$ cat src/rtl/kqie_pkg.sv
// Shared types, constants and register codes for the keyed quoted integer extractor.
// No dependencies; all other files but kqie_checker use this package.
`default_nettype none

package kqie_pkg;

   localparam int MAX_KEY_BYTES_DEFAULT = 16;
   localparam int KEY_REG_BYTES         = 16;
   localparam int KEY_LEN_W             = 5;
   localparam int VALUE_W               = 16;
   localparam int MAG_W                 = 17;
   localparam int CSR_INDEX_W           = 3;

   localparam logic [CSR_INDEX_W-1:0] CSR_KEY_FIRST  = 3'd0;
   localparam logic [CSR_INDEX_W-1:0] CSR_KEY_SECOND = 3'd1;
   localparam logic [CSR_INDEX_W-1:0] CSR_KEY_LENGTH = 3'd2;
   localparam logic [CSR_INDEX_W-1:0] CSR_LOWEST     = 3'd3;
   localparam logic [CSR_INDEX_W-1:0] CSR_HIGHEST    = 3'd4;

   localparam logic [7:0] CHAR_MINUS = 8'h2D;
   localparam logic [7:0] CHAR_ZERO  = 8'h30;
   localparam logic [7:0] CHAR_NINE  = 8'h39;
   localparam logic [7:0] CHAR_QUOTE = 8'h22;
   localparam logic [7:0] CHAR_NUL   = 8'h00;

   localparam logic [KEY_LEN_W-1:0]      KEY_LENGTH_RESET = 5'd1;
   localparam logic signed [VALUE_W-1:0] LOWEST_RESET     = -16'sd99;
   localparam logic signed [VALUE_W-1:0] HIGHEST_RESET    = 16'sd99;

   typedef struct packed {
      logic [63:0]                 key_first_bytes;
      logic [63:0]                 key_second_bytes;
      logic [KEY_LEN_W-1:0]        key_length;
      logic signed [VALUE_W-1:0]   lowest_value;
      logic signed [VALUE_W-1:0]   highest_value;
   } cfg_type;

   typedef struct packed {
      logic shift;
      logic clear;
   } win_ctl_type;

   typedef struct packed {
      logic match;
      logic key_empty;
   } win_sts_type;

   typedef enum logic [3:0] {
      PH_SEARCH = 4'b0001,
      PH_SIGN   = 4'b0010,
      PH_DIGITS = 4'b0100,
      PH_DONE   = 4'b1000
   } phase_type;

endpackage

`default_nettype wire

$ cat src/rtl/kqie_csr.sv
// Configuration register file: key bytes, key length and value bounds.
// Depends on kqie_pkg.
`default_nettype none

module kqie_csr (
   input  wire logic                             clock,
   input  wire logic                             reset,
   input  wire logic                             csr_valid,
   output logic                                  csr_ready,
   input  wire logic [kqie_pkg::CSR_INDEX_W-1:0] csr_index,
   input  wire logic [63:0]                      csr_wdata,
   output kqie_pkg::cfg_type                     cfg
);
   import kqie_pkg::*;

   cfg_type cfg_ff;
   cfg_type cfg_in;

   assign csr_ready = 1'b1;
   assign cfg       = cfg_ff;

   always_comb begin
      cfg_in = cfg_ff;
      if (csr_valid) begin
         case (csr_index)
            CSR_KEY_FIRST:  cfg_in.key_first_bytes  = csr_wdata;
            CSR_KEY_SECOND: cfg_in.key_second_bytes = csr_wdata;
            CSR_KEY_LENGTH: cfg_in.key_length       = csr_wdata[KEY_LEN_W-1:0];
            CSR_LOWEST:     cfg_in.lowest_value     = $signed(csr_wdata[VALUE_W-1:0]);
            CSR_HIGHEST:    cfg_in.highest_value    = $signed(csr_wdata[VALUE_W-1:0]);
            default: ;
         endcase
      end
   end

   always_ff @(posedge clock) begin
      if (reset) begin
         cfg_ff.key_first_bytes  <= '0;
         cfg_ff.key_second_bytes <= '0;
         cfg_ff.key_length       <= KEY_LENGTH_RESET;
         cfg_ff.lowest_value     <= LOWEST_RESET;
         cfg_ff.highest_value    <= HIGHEST_RESET;
      end else begin
         cfg_ff <= cfg_in;
      end
   end

endmodule

`default_nettype wire

$ cat src/rtl/kqie_window.sv
// Sliding window of recent text bytes and the key comparator.
// Depends on kqie_pkg.
`default_nettype none

module kqie_window #(
   parameter int MAX_KEY_BYTES = kqie_pkg::MAX_KEY_BYTES_DEFAULT
) (
   input  wire logic                 clock,
   input  wire logic                 reset,
   input  kqie_pkg::cfg_type         cfg,
   input  kqie_pkg::win_ctl_type     ctl,
   input  wire logic [7:0]           text_byte,
   output kqie_pkg::win_sts_type     sts
);
   import kqie_pkg::*;

   localparam int CNT_W  = $clog2(MAX_KEY_BYTES + 1);
   localparam int IDX_W  = $clog2(MAX_KEY_BYTES);
   localparam int KLEN_W = KEY_LEN_W + 1;

   logic [7:0]       win_ff    [MAX_KEY_BYTES];
   logic [7:0]       win_shift [MAX_KEY_BYTES];
   logic [7:0]       key_arr   [MAX_KEY_BYTES];
   logic [CNT_W-1:0] seen_ff;
   logic [CNT_W-1:0] seen_in;
   logic [CNT_W-1:0] len;
   logic [KLEN_W-1:0] key_len_ext;
   logic [MAX_KEY_BYTES-1:0] pos_ok;

   assign key_len_ext = {1'b0, cfg.key_length};
   assign len = (key_len_ext > KLEN_W'(MAX_KEY_BYTES)) ? CNT_W'(MAX_KEY_BYTES)
                                                       : CNT_W'(key_len_ext);

   assign win_shift[0] = text_byte;
   assign seen_in = (seen_ff == CNT_W'(MAX_KEY_BYTES)) ? seen_ff : seen_ff + CNT_W'(1);

   for (genvar j = 0; j < MAX_KEY_BYTES; j++) begin : g_pos
      logic [CNT_W-1:0] kidx;

      if (j > 0) begin : g_tap
         assign win_shift[j] = win_ff[j-1];
      end

      if (j < 8) begin : g_key_lo
         assign key_arr[j] = cfg.key_first_bytes[8*j +: 8];
      end else if (j < KEY_REG_BYTES) begin : g_key_hi
         assign key_arr[j] = cfg.key_second_bytes[8*(j-8) +: 8];
      end else begin : g_key_none
         assign key_arr[j] = CHAR_NUL;
      end

      assign kidx      = len - CNT_W'(j) - CNT_W'(1);
      assign pos_ok[j] = (CNT_W'(j) >= len) || (win_shift[j] == key_arr[kidx[IDX_W-1:0]]);
   end

   assign sts.match     = (seen_in >= len) && (&pos_ok);
   assign sts.key_empty = (len == '0);

   always_ff @(posedge clock) begin
      if (ctl.shift) begin
         win_ff <= win_shift;
      end
   end

   always_ff @(posedge clock) begin
      if (reset || ctl.clear) begin
         seen_ff <= '0;
      end else if (ctl.shift) begin
         seen_ff <= seen_in;
      end
   end

endmodule

`default_nettype wire

$ cat src/rtl/kqie_core.sv
// Per-byte parser: phase control, sign, digit accumulation, bound checks and decision.
// Depends on kqie_pkg; drives the window controls.
`default_nettype none

module kqie_core (
   input  wire logic                              clock,
   input  wire logic                              reset,
   input  wire logic                              step,
   input  wire logic [7:0]                        text_byte,
   input  wire logic                              last_byte,
   input  kqie_pkg::cfg_type                      cfg,
   input  kqie_pkg::win_sts_type                  win_sts,
   output kqie_pkg::win_ctl_type                  win_ctl,
   output logic                                   emit,
   output logic                                   emit_ok,
   output logic [kqie_pkg::VALUE_W-1:0]           emit_value
);
   import kqie_pkg::*;

   localparam int AW = 22;

   phase_type        phase_ff, phase_in;
   logic             minus_ff, minus_in;
   logic [MAG_W-1:0] mag_ff, mag_in;
   logic             digit_ff, digit_in;

   logic                 is_nul, sign_act, dig_act, minus_n, over;
   logic [7:0]           d8;
   logic signed [AW-1:0] lo_w, hi_w, lim_w, d_w, m_w, x_w, acc_w, v_w;

   assign lo_w = {{(AW-VALUE_W){cfg.lowest_value[VALUE_W-1]}}, cfg.lowest_value};
   assign hi_w = {{(AW-VALUE_W){cfg.highest_value[VALUE_W-1]}}, cfg.highest_value};
   assign m_w  = $signed({{(AW-MAG_W){1'b0}}, mag_ff});
   assign d8   = text_byte - CHAR_ZERO;
   assign d_w  = $signed({{(AW-8){1'b0}}, d8});
   assign is_nul = (text_byte == CHAR_NUL);

   always_comb begin
      phase_in    = phase_ff;
      minus_in    = minus_ff;
      mag_in      = mag_ff;
      digit_in    = digit_ff;
      win_ctl     = '0;
      emit        = 1'b0;
      emit_ok     = 1'b0;
      emit_value  = '0;
      sign_act    = 1'b0;
      dig_act     = 1'b0;
      minus_n     = minus_ff;
      lim_w       = '0;
      x_w         = '0;
      acc_w       = '0;
      v_w         = '0;
      over        = 1'b0;

      if (step) begin
         case (phase_ff)
            PH_SEARCH: begin
               if (is_nul) begin
                  emit = 1'b1;
                  phase_in = PH_DONE;
               end else if (win_sts.key_empty) begin
                  sign_act = 1'b1;
               end else begin
                  win_ctl.shift = 1'b1;
                  if (win_sts.match) begin
                     phase_in = PH_SIGN;
                  end
               end
            end
            PH_SIGN: begin
               if (is_nul) begin
                  emit = 1'b1;
                  phase_in = PH_DONE;
               end else begin
                  sign_act = 1'b1;
               end
            end
            PH_DIGITS: begin
               if (is_nul) begin
                  emit = 1'b1;
                  phase_in = PH_DONE;
               end else begin
                  dig_act = 1'b1;
               end
            end
            PH_DONE: ;
            default: ;
         endcase

         if (sign_act) begin
            minus_n  = (text_byte == CHAR_MINUS);
            minus_in = minus_n;
         end
         lim_w = minus_n ? -lo_w : hi_w;

         if (sign_act) begin
            if (lim_w < 0) begin
               emit     = 1'b1;
               phase_in = PH_DONE;
            end else begin
               phase_in = PH_DIGITS;
               dig_act  = !minus_n;
            end
         end

         if (dig_act) begin
            if (text_byte >= CHAR_ZERO && text_byte <= CHAR_NINE) begin
               x_w   = lim_w - d_w;
               acc_w = (m_w <<< 3) + (m_w <<< 1) + d_w;
               // truncating divide: for negative x only a zero magnitude with x > -10 passes
               over  = (x_w >= 0) ? (acc_w > lim_w)
                                  : ((mag_ff != '0) || (x_w <= -22'sd10));
               if (over) begin
                  emit     = 1'b1;
                  phase_in = PH_DONE;
               end else begin
                  mag_in   = acc_w[MAG_W-1:0];
                  digit_in = 1'b1;
               end
            end else if (digit_ff && text_byte == CHAR_QUOTE) begin
               v_w      = minus_n ? -m_w : m_w;
               emit     = 1'b1;
               phase_in = PH_DONE;
               if (v_w >= lo_w && v_w <= hi_w) begin
                  emit_ok    = 1'b1;
                  emit_value = v_w[VALUE_W-1:0];
               end
            end else begin
               emit     = 1'b1;
               phase_in = PH_DONE;
            end
         end

         if (last_byte) begin
            if (phase_in != PH_DONE) begin
               emit = 1'b1;
            end
            phase_in      = PH_SEARCH;
            minus_in      = 1'b0;
            mag_in        = '0;
            digit_in      = 1'b0;
            win_ctl.clear = 1'b1;
         end
      end
   end

   always_ff @(posedge clock) begin
      if (reset) begin
         phase_ff <= PH_SEARCH;
         minus_ff <= 1'b0;
         mag_ff   <= '0;
         digit_ff <= 1'b0;
      end else begin
         phase_ff <= phase_in;
         minus_ff <= minus_in;
         mag_ff   <= mag_in;
         digit_ff <= digit_in;
      end
   end

endmodule

`default_nettype wire

$ cat src/rtl/keyed_quoted_integer_extractor.sv
// Top level of the keyed quoted integer extractor: input register, parser, result register.
// Depends on kqie_pkg, kqie_csr, kqie_window and kqie_core.
//
//   channel | dir | ports                                  | payload
//   req     | in  | req_tvalid/tready/tdata/tlast          | tdata[7:0] text_byte, tlast last_byte
//   rsp     | out | rsp_tvalid/tready/tdata/tuser          | tdata[15:0] parsed_value, tuser parse_ok
//   csr     | in  | csr_valid/ready/index/wdata            | register index, write data
//
// One byte per cycle unless the result stalls; input bytes and results are both registered.
// The per-byte window compare and the multiply-by-ten accumulate set the cycle time.
// Synchronous reset clears all message state and restores register defaults.
// A stalled result holds the parser whenever a byte is waiting; the input stalls once the
// input register is also full.
`default_nettype none

module keyed_quoted_integer_extractor #(
   parameter int MAX_KEY_BYTES = kqie_pkg::MAX_KEY_BYTES_DEFAULT
) (
   input  wire logic                             clock,
   input  wire logic                             reset,
   input  wire logic                             req_tvalid,
   output logic                                  req_tready,
   input  wire logic [7:0]                       req_tdata,   // [7:0] text_byte
   input  wire logic                             req_tlast,
   output logic                                  rsp_tvalid,
   input  wire logic                             rsp_tready,
   output logic [15:0]                           rsp_tdata,   // [15:0] parsed_value
   output logic [0:0]                            rsp_tuser,   // [0] parse_ok
   input  wire logic                             csr_valid,
   output logic                                  csr_ready,
   input  wire logic [kqie_pkg::CSR_INDEX_W-1:0] csr_index,
   input  wire logic [63:0]                      csr_wdata
);
   import kqie_pkg::*;

   cfg_type     cfg;
   win_ctl_type win_ctl;
   win_sts_type win_sts;

   logic               in_vld_ff, in_vld_in;
   logic [7:0]         in_byte_ff;
   logic               in_last_ff;
   logic               out_vld_ff, out_vld_in;
   logic               out_ok_ff;
   logic [VALUE_W-1:0] out_value_ff;
   logic               step, emit, emit_ok;
   logic [VALUE_W-1:0] emit_value;

   assign step       = in_vld_ff && (!out_vld_ff || rsp_tready);
   assign req_tready = !in_vld_ff || step;
   assign in_vld_in  = (req_tvalid && req_tready) ? 1'b1 : (step ? 1'b0 : in_vld_ff);
   assign out_vld_in = (step && emit) ? 1'b1 : (rsp_tready ? 1'b0 : out_vld_ff);

   assign rsp_tvalid   = out_vld_ff;
   assign rsp_tdata    = out_value_ff;
   assign rsp_tuser[0] = out_ok_ff;

   kqie_csr u_csr (
      .clock     (clock),
      .reset     (reset),
      .csr_valid (csr_valid),
      .csr_ready (csr_ready),
      .csr_index (csr_index),
      .csr_wdata (csr_wdata),
      .cfg       (cfg)
   );

   kqie_window #(
      .MAX_KEY_BYTES (MAX_KEY_BYTES)
   ) u_window (
      .clock     (clock),
      .reset     (reset),
      .cfg       (cfg),
      .ctl       (win_ctl),
      .text_byte (in_byte_ff),
      .sts       (win_sts)
   );

   kqie_core u_core (
      .clock      (clock),
      .reset      (reset),
      .step       (step),
      .text_byte  (in_byte_ff),
      .last_byte  (in_last_ff),
      .cfg        (cfg),
      .win_sts    (win_sts),
      .win_ctl    (win_ctl),
      .emit       (emit),
      .emit_ok    (emit_ok),
      .emit_value (emit_value)
   );

   always_ff @(posedge clock) begin
      if (reset) begin
         in_vld_ff  <= 1'b0;
         out_vld_ff <= 1'b0;
      end else begin
         in_vld_ff  <= in_vld_in;
         out_vld_ff <= out_vld_in;
      end
   end

   always_ff @(posedge clock) begin
      if (req_tvalid && req_tready) begin
         in_byte_ff <= req_tdata;
         in_last_ff <= req_tlast;
      end
      if (step && emit) begin
         out_ok_ff    <= emit_ok;
         out_value_ff <= emit_value;
      end
   end

endmodule

`default_nettype wire

$ cat config.mk
export PLATFORM = sky130hd
export DESIGN_NAME = keyed_quoted_integer_extractor
export DESIGN_NICKNAME = d
export VERILOG_FILES = /design/src/rtl/kqie_pkg.sv /design/src/rtl/kqie_csr.sv /design/src/rtl/kqie_window.sv /design/src/rtl/kqie_core.sv /design/src/rtl/keyed_quoted_integer_extractor.sv
export SDC_FILE = /design/constraint.sdc
export NUM_CORES = 1
export LEC_CHECK = 0
export BUFFER_PORTS_ARGS = -buffer_cell sky130_fd_sc_hd__buf_2
export CAP_MARGIN = 20
export CORE_MARGIN = 5
export CORE_UTILIZATION = 27
export CTS_BUF_LIST = sky130_fd_sc_hd__clkbuf_16
export CTS_CLUSTER_SIZE = 20
export DETAILED_ROUTE_END_ITERATION = 10
export MAX_ROUTING_LAYER = met4
export PLACE_DENSITY_LB_ADDON = 0.2
export SLEW_MARGIN = 5
export SYNTH_ARGS = -nofsm -noshare
export SYNTH_HDL_FRONTEND = slang
export SYNTH_SLANG_ARGS = --single-unit
export TNS_END_PERCENT = 20
$ cat constraint.sdc
create_clock -name clock -period 29.8 [get_ports clock]
set_clock_uncertainty 0.1 [all_clocks]
set_input_delay 7.45 -clock clock [delete_from_list [all_inputs] [get_ports clock]]
set_output_delay 7.45 -clock clock [all_outputs]
set_load 0.02 [all_outputs]
**Word level (Yosys, flattened, before mapping)**

Index checks and enable logic that the tools add are counted.
W data, S select, Z words.

- Bits of input ports: 81
- Bits in registers: 341
- Logic and storage cells: 312
- Output and inout bits: 20

- Bitwise logic cells: 20
- Reduce and logical (&&, ||, !) cells: 49
- $add $sub $neg: 37
- Mux-type cells: 105
- Equality and inequality tests: 28
- Magnitude comparators: 42

Operators by type and width:

| cell | count |
|---|---|
| $bmux W8 S4 | 16 |
| $mux W8 | 32 |
| $eq A8 B8 Y1 | 16 |
| $ge A5 B5 Y1 const B | 16 |
| $not A4 Y5 | 16 |
| $mux W17 | 4 |
| $sub A4 B1 Y4 const B | 16 |
| $mux W22 | 2 |
| $mux W4 | 11 |
| $ge A4 B5 Y1 const A | 8 |
| $mux W1 | 35 |
| $sub A4 B4 Y4 const B | 8 |
| $add A22 B9 Y22 | 1 |
| $ge A22 B1 Y1 const B | 1 |
| $ge A22 B16 Y1 | 1 |
| $gt A22 B22 Y1 | 1 |
| $le A22 B16 Y1 | 1 |
| $le A22 B5 Y1 const B | 1 |
| $lt A22 B1 Y1 const B | 1 |
| $neg A16 Y22 | 1 |
| $neg A17 Y22 | 1 |
| $sub A22 B9 Y22 | 1 |
| $add A20 B18 Y21 | 1 |
| $ge A3 B5 Y1 const A | 4 |
| 40 further kinds | 86 |

**Depth between registers and ports, before layout**

- Depth after elaboration: 27
- Depth in mapped cells: 35
- Depth with buffers taken out: 25

**By module**

From an unflattened synthesis, not the netlist that was laid out.

- Cell total of the unflattened synthesis: 2585
- Area, all modules: 26983.4 um^2

Modules (own cells, without submodules):

| module | cells an instance | area an instance (um^2) | instances | seq. area each (um^2) |
|---|---|---|---|---|
| kqie_window | 1187 | 13676.9 | 1 | 3703.6 |
| kqie_csr | 631 | 6726.5 | 1 | 3303.2 |
| kqie_core | 730 | 5696.7 | 1 | 460.4 |
| keyed_quoted_integer_extractor | 37 | 883.3 | 1 | 820.8 |

**Worst setup path after synthesis**

OpenSTA, ideal clock, no wires.

- Path kind: in2reg
- Start: in rsp_tready
- End: reg u_window.seen_ff[3]
- Required time: 29.635 ns
- Library setup time: 0.065 ns
- Setup slack: 8.801 ns
- Arrival time: 20.834 ns
- Stages on the path: 6
- Buffers on the path: 0
- Path through: nand2b_1 > nand2_1 > nor4_1 > nand4_1 > xor2_1 > nor2_1

RTL lines:

| element | RTL line | RTL |
|---|---|---|
| from (decl) | keyed_quoted_integer_extractor.sv:26 | `input wire logic rsp_tready,` |
| to (signal assigned) | kqie_window.sv:69 | `seen_ff <= seen_in;` |
| to (decl) | kqie_window.sv:24 | `logic [CNT_W-1:0] seen_ff;` |

**Worst setup path after layout**

- Start: in rsp_tready
- End: out req_tready

- Word-level cells in the longest chain between the ends: 3

RTL lines:

| element | RTL line | RTL |
|---|---|---|
| $logic_or A1 B1 Y1 | keyed_quoted_integer_extractor.sv:49 | `assign step = in_vld_ff && (!out_vld_ff \|\| rsp_tready);` |
| $logic_and A1 B1 Y1 | keyed_quoted_integer_extractor.sv:49 |  |
| $logic_or A1 B1 Y1 | keyed_quoted_integer_extractor.sv:50 | `assign req_tready = !in_vld_ff \|\| step;` |
| to (decl) | keyed_quoted_integer_extractor.sv:22 | `output logic req_tready,` |

Every way passes these cells.

==> Implementation_results.wiki <==
{| class="wikitable"
! Metric !! Value
|-
| Vert. Die Dim || 332 um
|-
| Final slew viol count || 0
|-
| Ratio of final minimum period to clock period || 52.1%
|-
| Cells after Synth || 3,049
|-
| Routing usage on met2 || 32.8%
|-
| Global routing met3 resource utilization || 2.84%
|-
| RSZ-0062 raised after global routing || false
|-
| Post CTS Setup Buffer Count || 0
|-
| Number of different library cells in the post-synthesis netlist || 106
|-
| Most common cell after layout, fill and taps aside || sky130_fd_sc_hd__nand2_1
|-
| Number of global-route vias before repair || 23,400
|-
| Synth top area share || 15.7%
|-
| Transition time at the pin with the least slew margin || 1.11 ns
|-
| Count of final setup violators || 0
|-
| IO buf count || 99
|-
| Path category of the worst min-delay check || reg2reg
|-
| Clock latency on the worst-skew pair || 0.62 ns
|-
| Highest cell delay on the worst timing path || 0.17 ns
|-
| Most frequent cells in the layout || sky130_fd_sc_hd__nand2_1, sky130_fd_sc_hd__a21oi_1, sky130_fd_sc_hd__mux2i_1, sky130_fd_sc_hd__dfxtp_1, sky130_fd_sc_hd__edfxtp_1
|-
| Tmin final || 15.53 ns
|-
| Critical path's top delay family || buffers and inverters
|-
| Fraction of layout cells with a size suffix above 1 || 14.0%
|-
| Total instance count after detailed placement || 4,356
|-
| Global-route congestion overflow total || 0
|-
| Asr flop ratio synth || 0%
|-
| Highest clock rate || 64.4 MHz
|-
| Busiest layer in global routing || met2
|-
| Number of flip-flops and latches in the synthesized netlist || 341
|-
| CTS root buf || sky130_fd_sc_hd__clkbuf_16
|-
| Sort of element at the start of the critical path || primary input
|-
| Std-Cell Core Area || 103,000 sq um
|-
| Post-synth net total || 3,257
|-
| Crit path setup slack, layout || 14.27 ns
|-
| Overall power of the completed layout || 1.27 mW
|-
| Main area contributors after synthesis || sky130_fd_sc_hd__edfxtp_1, sky130_fd_sc_hd__dfxtp_1, sky130_fd_sc_hd__mux4_2, sky130_fd_sc_hd__mux2i_1, sky130_fd_sc_hd__nand2_1
|-
| Number of buffers added to fix hold violations after cts || 0
|-
| Routed length per instance || 26.2 um
|-
| Slowest CP cell || sky130_fd_sc_hd__nor2b_1
|-
| Final HPWL DP || 86,800 um
|-
| EDFF count, synth || 146
|-
| Part of the Yosys area used for sequential elements || 29.6%
|-
| Mapped Area || 28,000 sq um
|-
| Count of cells resized by post-cts repair || 0
|-
| Maximum fanout along the worst path || 3
|-
| Total iterations of the first detailed-routing run || 6
|-
| Critical Path End Type || output port
|-
| WP buf/inv || 2
|-
| Die Area || 110,000 sq um
|-
| Primary flip-flop cell chosen by synthesis mapping || sky130_fd_sc_hd__dfxtp_1
|-
| Sinks on Clock Net || 341
|-
| Number of antenna violations at the first check in global routing || 5
|-
| Effective utilization at floorplan || 27.1%
|-
| Power per cell area || 41.0 nW/um^2
|-
| Total detailed-routing wirelength || 116,000 um
|-
| Cell type with the largest total area after synthesis || sky130_fd_sc_hd__edfxtp_1
|-
| Number of vias after detailed routing || 24,600
|-
| Initial DRC Count || 2,332
|-
| Final-layout setup total negative slack || 0 ns
|-
| Count of standard-cell rows || 118
|-
| Max_cap viols || 0
|-
| Setup CP Type || in2out
|-
| Fill cell instance count of the final layout || 10,900
|-
| Standby leakage power || 11.5 nW
|-
| DRC violations left || 0
|-
| Ordered list of cells on the worst path || buf_2 -> nor2b_1 -> nand2_1 -> buf_2
|-
| Routing usage on met1 || 28.1%
|-
| Post-Synthesis Mean Instance Area || 9.17 sq um
|-
| Global Route Usage Sum || 20.8%
|-
| Number of primary I/O pins || 101
|-
| Remaining antenna violation count || 0
|-
| Final GP Congestion || 0.935
|-
| Arrival time at the worst endpoint || 7.98 ns
|-
| Clock slew at the register clock pins of the worst setup and hold paths || 0.06 ns
|-
| First-pass GRT wire length || 168,000 um
|-
| Critical Path RT || 22.25 ns
|-
| Area growth from synthesis to final layout || 10.7%
|-
| Synth warnings || 0
|-
| Most common cell type on the critical path || sky130_fd_sc_hd__buf_2
|-
| Finished Layout Cells || 4,439
|-
| Final count of hold timing violations || 0
|-
| Number of nets in the finished design || 3,230
|-
| Clock tree from TritonCTS || built
|-
| Post-place setup slack || 14.28 ns
|-
| H-tree depth reported by CTS || 2
|-
| Maximum count of clock buffers along a single path || 3
|-
| Horizontal die dimension || 332 um
|-
| Maximum vdd drop || 34.8 uV
|-
| Status || completed
|-
| Average via count per standard cell || 5.53
|-
| Maximum number of pins on one net before global-route repair || 81
|-
| Tightest slew margin relative to the limit || 26.0%
|-
| Number of buffers created by CTS || 43
|}
## metal layers
layer	share of wire, %	vias to the layer above	routed length [um]
met5	0	-	0
met4	3.2	0	3770
met3	6.1	163	7100
met2	46	913	53100
met1	45	12200	52100
li1	-	11200	-
## flip-flops by register name (all words and copies together), names as in the netlist
register          flops
u_csr.cfg           165
u_window.seen_ff      5
u_window.win_ff     120
u_core.digit_ff       1
in_byte_ff            8
rsp_tvalid            1
u_core.minus_ff       1
in_last_ff            1
u_core.phase_ff       4
in_vld_ff             1
u_core.mag_ff        17
rsp_tuser             1
rsp_tdata            16
## cell type report
| type | count | area, sq um | share of cell area [%] |
|---|---|---|---|
| repair buffers | 144 | 837 | 2.70 |
| flip-flops and latches | 341 | 8290 | 26.8 |
| inverters | 91 | 352 | 1.14 |
| well taps | 1380 | 1730 | 5.58 |
| diodes | 4 | 10.0 | 0.0323 |
| clock buffers | 44 | 1100 | 3.56 |
| multi-input cells | 2401 | 18400 | 59.4 |
| clock inverters | 34 | 259 | 0.836 |
## power breakdown
group	internal, mW	switching (mW)	leakage, nW
Combinational	0.0783	0.143	7.81
Sequential	0.507	0.0227	2.94
Clock	0.288	0.232	0.710
## synth_stat cells, types with 61 or more instances
cell type                  instances
sky130_fd_sc_hd__xor2_1          105
sky130_fd_sc_hd__dfxtp_1         195
sky130_fd_sc_hd__edfxtp_1        146
sky130_fd_sc_hd__clkbuf_1        123
sky130_fd_sc_hd__mux2i_1         239
sky130_fd_sc_hd__ha_1            124
sky130_fd_sc_hd__xnor2_1         128
sky130_fd_sc_hd__nor2_1          139
sky130_fd_sc_hd__inv_1            85
sky130_fd_sc_hd__a21oi_1         262
sky130_fd_sc_hd__o21ai_0          61
sky130_fd_sc_hd__mux4_2          121
sky130_fd_sc_hd__nand2_1         486
## stage by stage
| stage | util [%] | hold WS, ns | instance area [sq um] |
|---|---|---|---|
| floorplan | - | 0.324 | 28000 |
| CTS | 30.0 | 0.359 | 31000 |
| detailed placement | 28.7 | 0.356 | 29600 |
| global route | 30.0 | 0.379 | 31000 |
| global placement | 28.7 | 0.351 | 29600 |
| finish | 30.0 | 0.356 | 31000 |
## worst register-to-register path, cell delays in order, from the launching register on
cell and delay [ns]:
sky130_fd_sc_hd__dfxtp_2 0.68, sky130_fd_sc_hd__buf_4 0.60, sky130_fd_sc_hd__nand2b_4 0.66, sky130_fd_sc_hd__ha_1 0.33, sky130_fd_sc_hd__nand3b_1 0.17, sky130_fd_sc_hd__o21a_1 0.25
sky130_fd_sc_hd__o21ai_4 0.31, sky130_fd_sc_hd__and2_4 0.49, sky130_fd_sc_hd__nor2_1 0.09, sky130_fd_sc_hd__a21o_1 0.20, sky130_fd_sc_hd__inv_1 0.06, sky130_fd_sc_hd__ha_1 0.15
sky130_fd_sc_hd__inv_1 0.06, sky130_fd_sc_hd__fa_1 0.39, sky130_fd_sc_hd__a21o_1 0.19, sky130_fd_sc_hd__a21oi_1 0.22, sky130_fd_sc_hd__o21ai_0 0.13, sky130_fd_sc_hd__a21oi_1 0.26
sky130_fd_sc_hd__o21a_1 0.24, sky130_fd_sc_hd__nand2_1 0.09, sky130_fd_sc_hd__o31ai_1 0.28, sky130_fd_sc_hd__o2111ai_1 0.32, sky130_fd_sc_hd__a21oi_1 0.30, sky130_fd_sc_hd__nor2_1 0.08
sky130_fd_sc_hd__nor3_1 0.40, sky130_fd_sc_hd__a21oi_2 0.09, sky130_fd_sc_hd__buf_4 0.23
## cell families (layout without fill, tap and decap cells)
| logic type | Yosys count | count (layout) | share of synthesized area [%] |
|---|---|---|---|
| AOI/OAI and AO/OA | 711 | 711 | 16.7 |
| xor gates and xnor gates | 239 | 239 | 7.79 |
| adders and majority gates | 127 | 127 | 5.76 |
| buffers and inverters | 307 | 313 | 4.84 |
| DFF | 341 | 341 | 29.6 |
| muxes | 406 | 406 | 20.2 |
| other | 2 | 6 | 0.0269 |
| and+or+nand+nor | 916 | 916 | 15.1 |
## worst paths after layout
| path | from | end | slack [ns] | cells after the start |
|---|---|---|---|---|
| setup / recovery | rsp_tready | req_tready | 14.27 | 4 |
| setup reg to reg | u_csr.cfg[36] | rsp_tdata[9] | 22.17 | 26 |
| hold / removal | u_window.win_ff[70] | u_window.win_ff[62] | 0.36 | 0 |
| hold reg to reg | u_window.win_ff[70] | u_window.win_ff[62] | 0.36 | 0 |
Power figures use the tool's default switching activity.
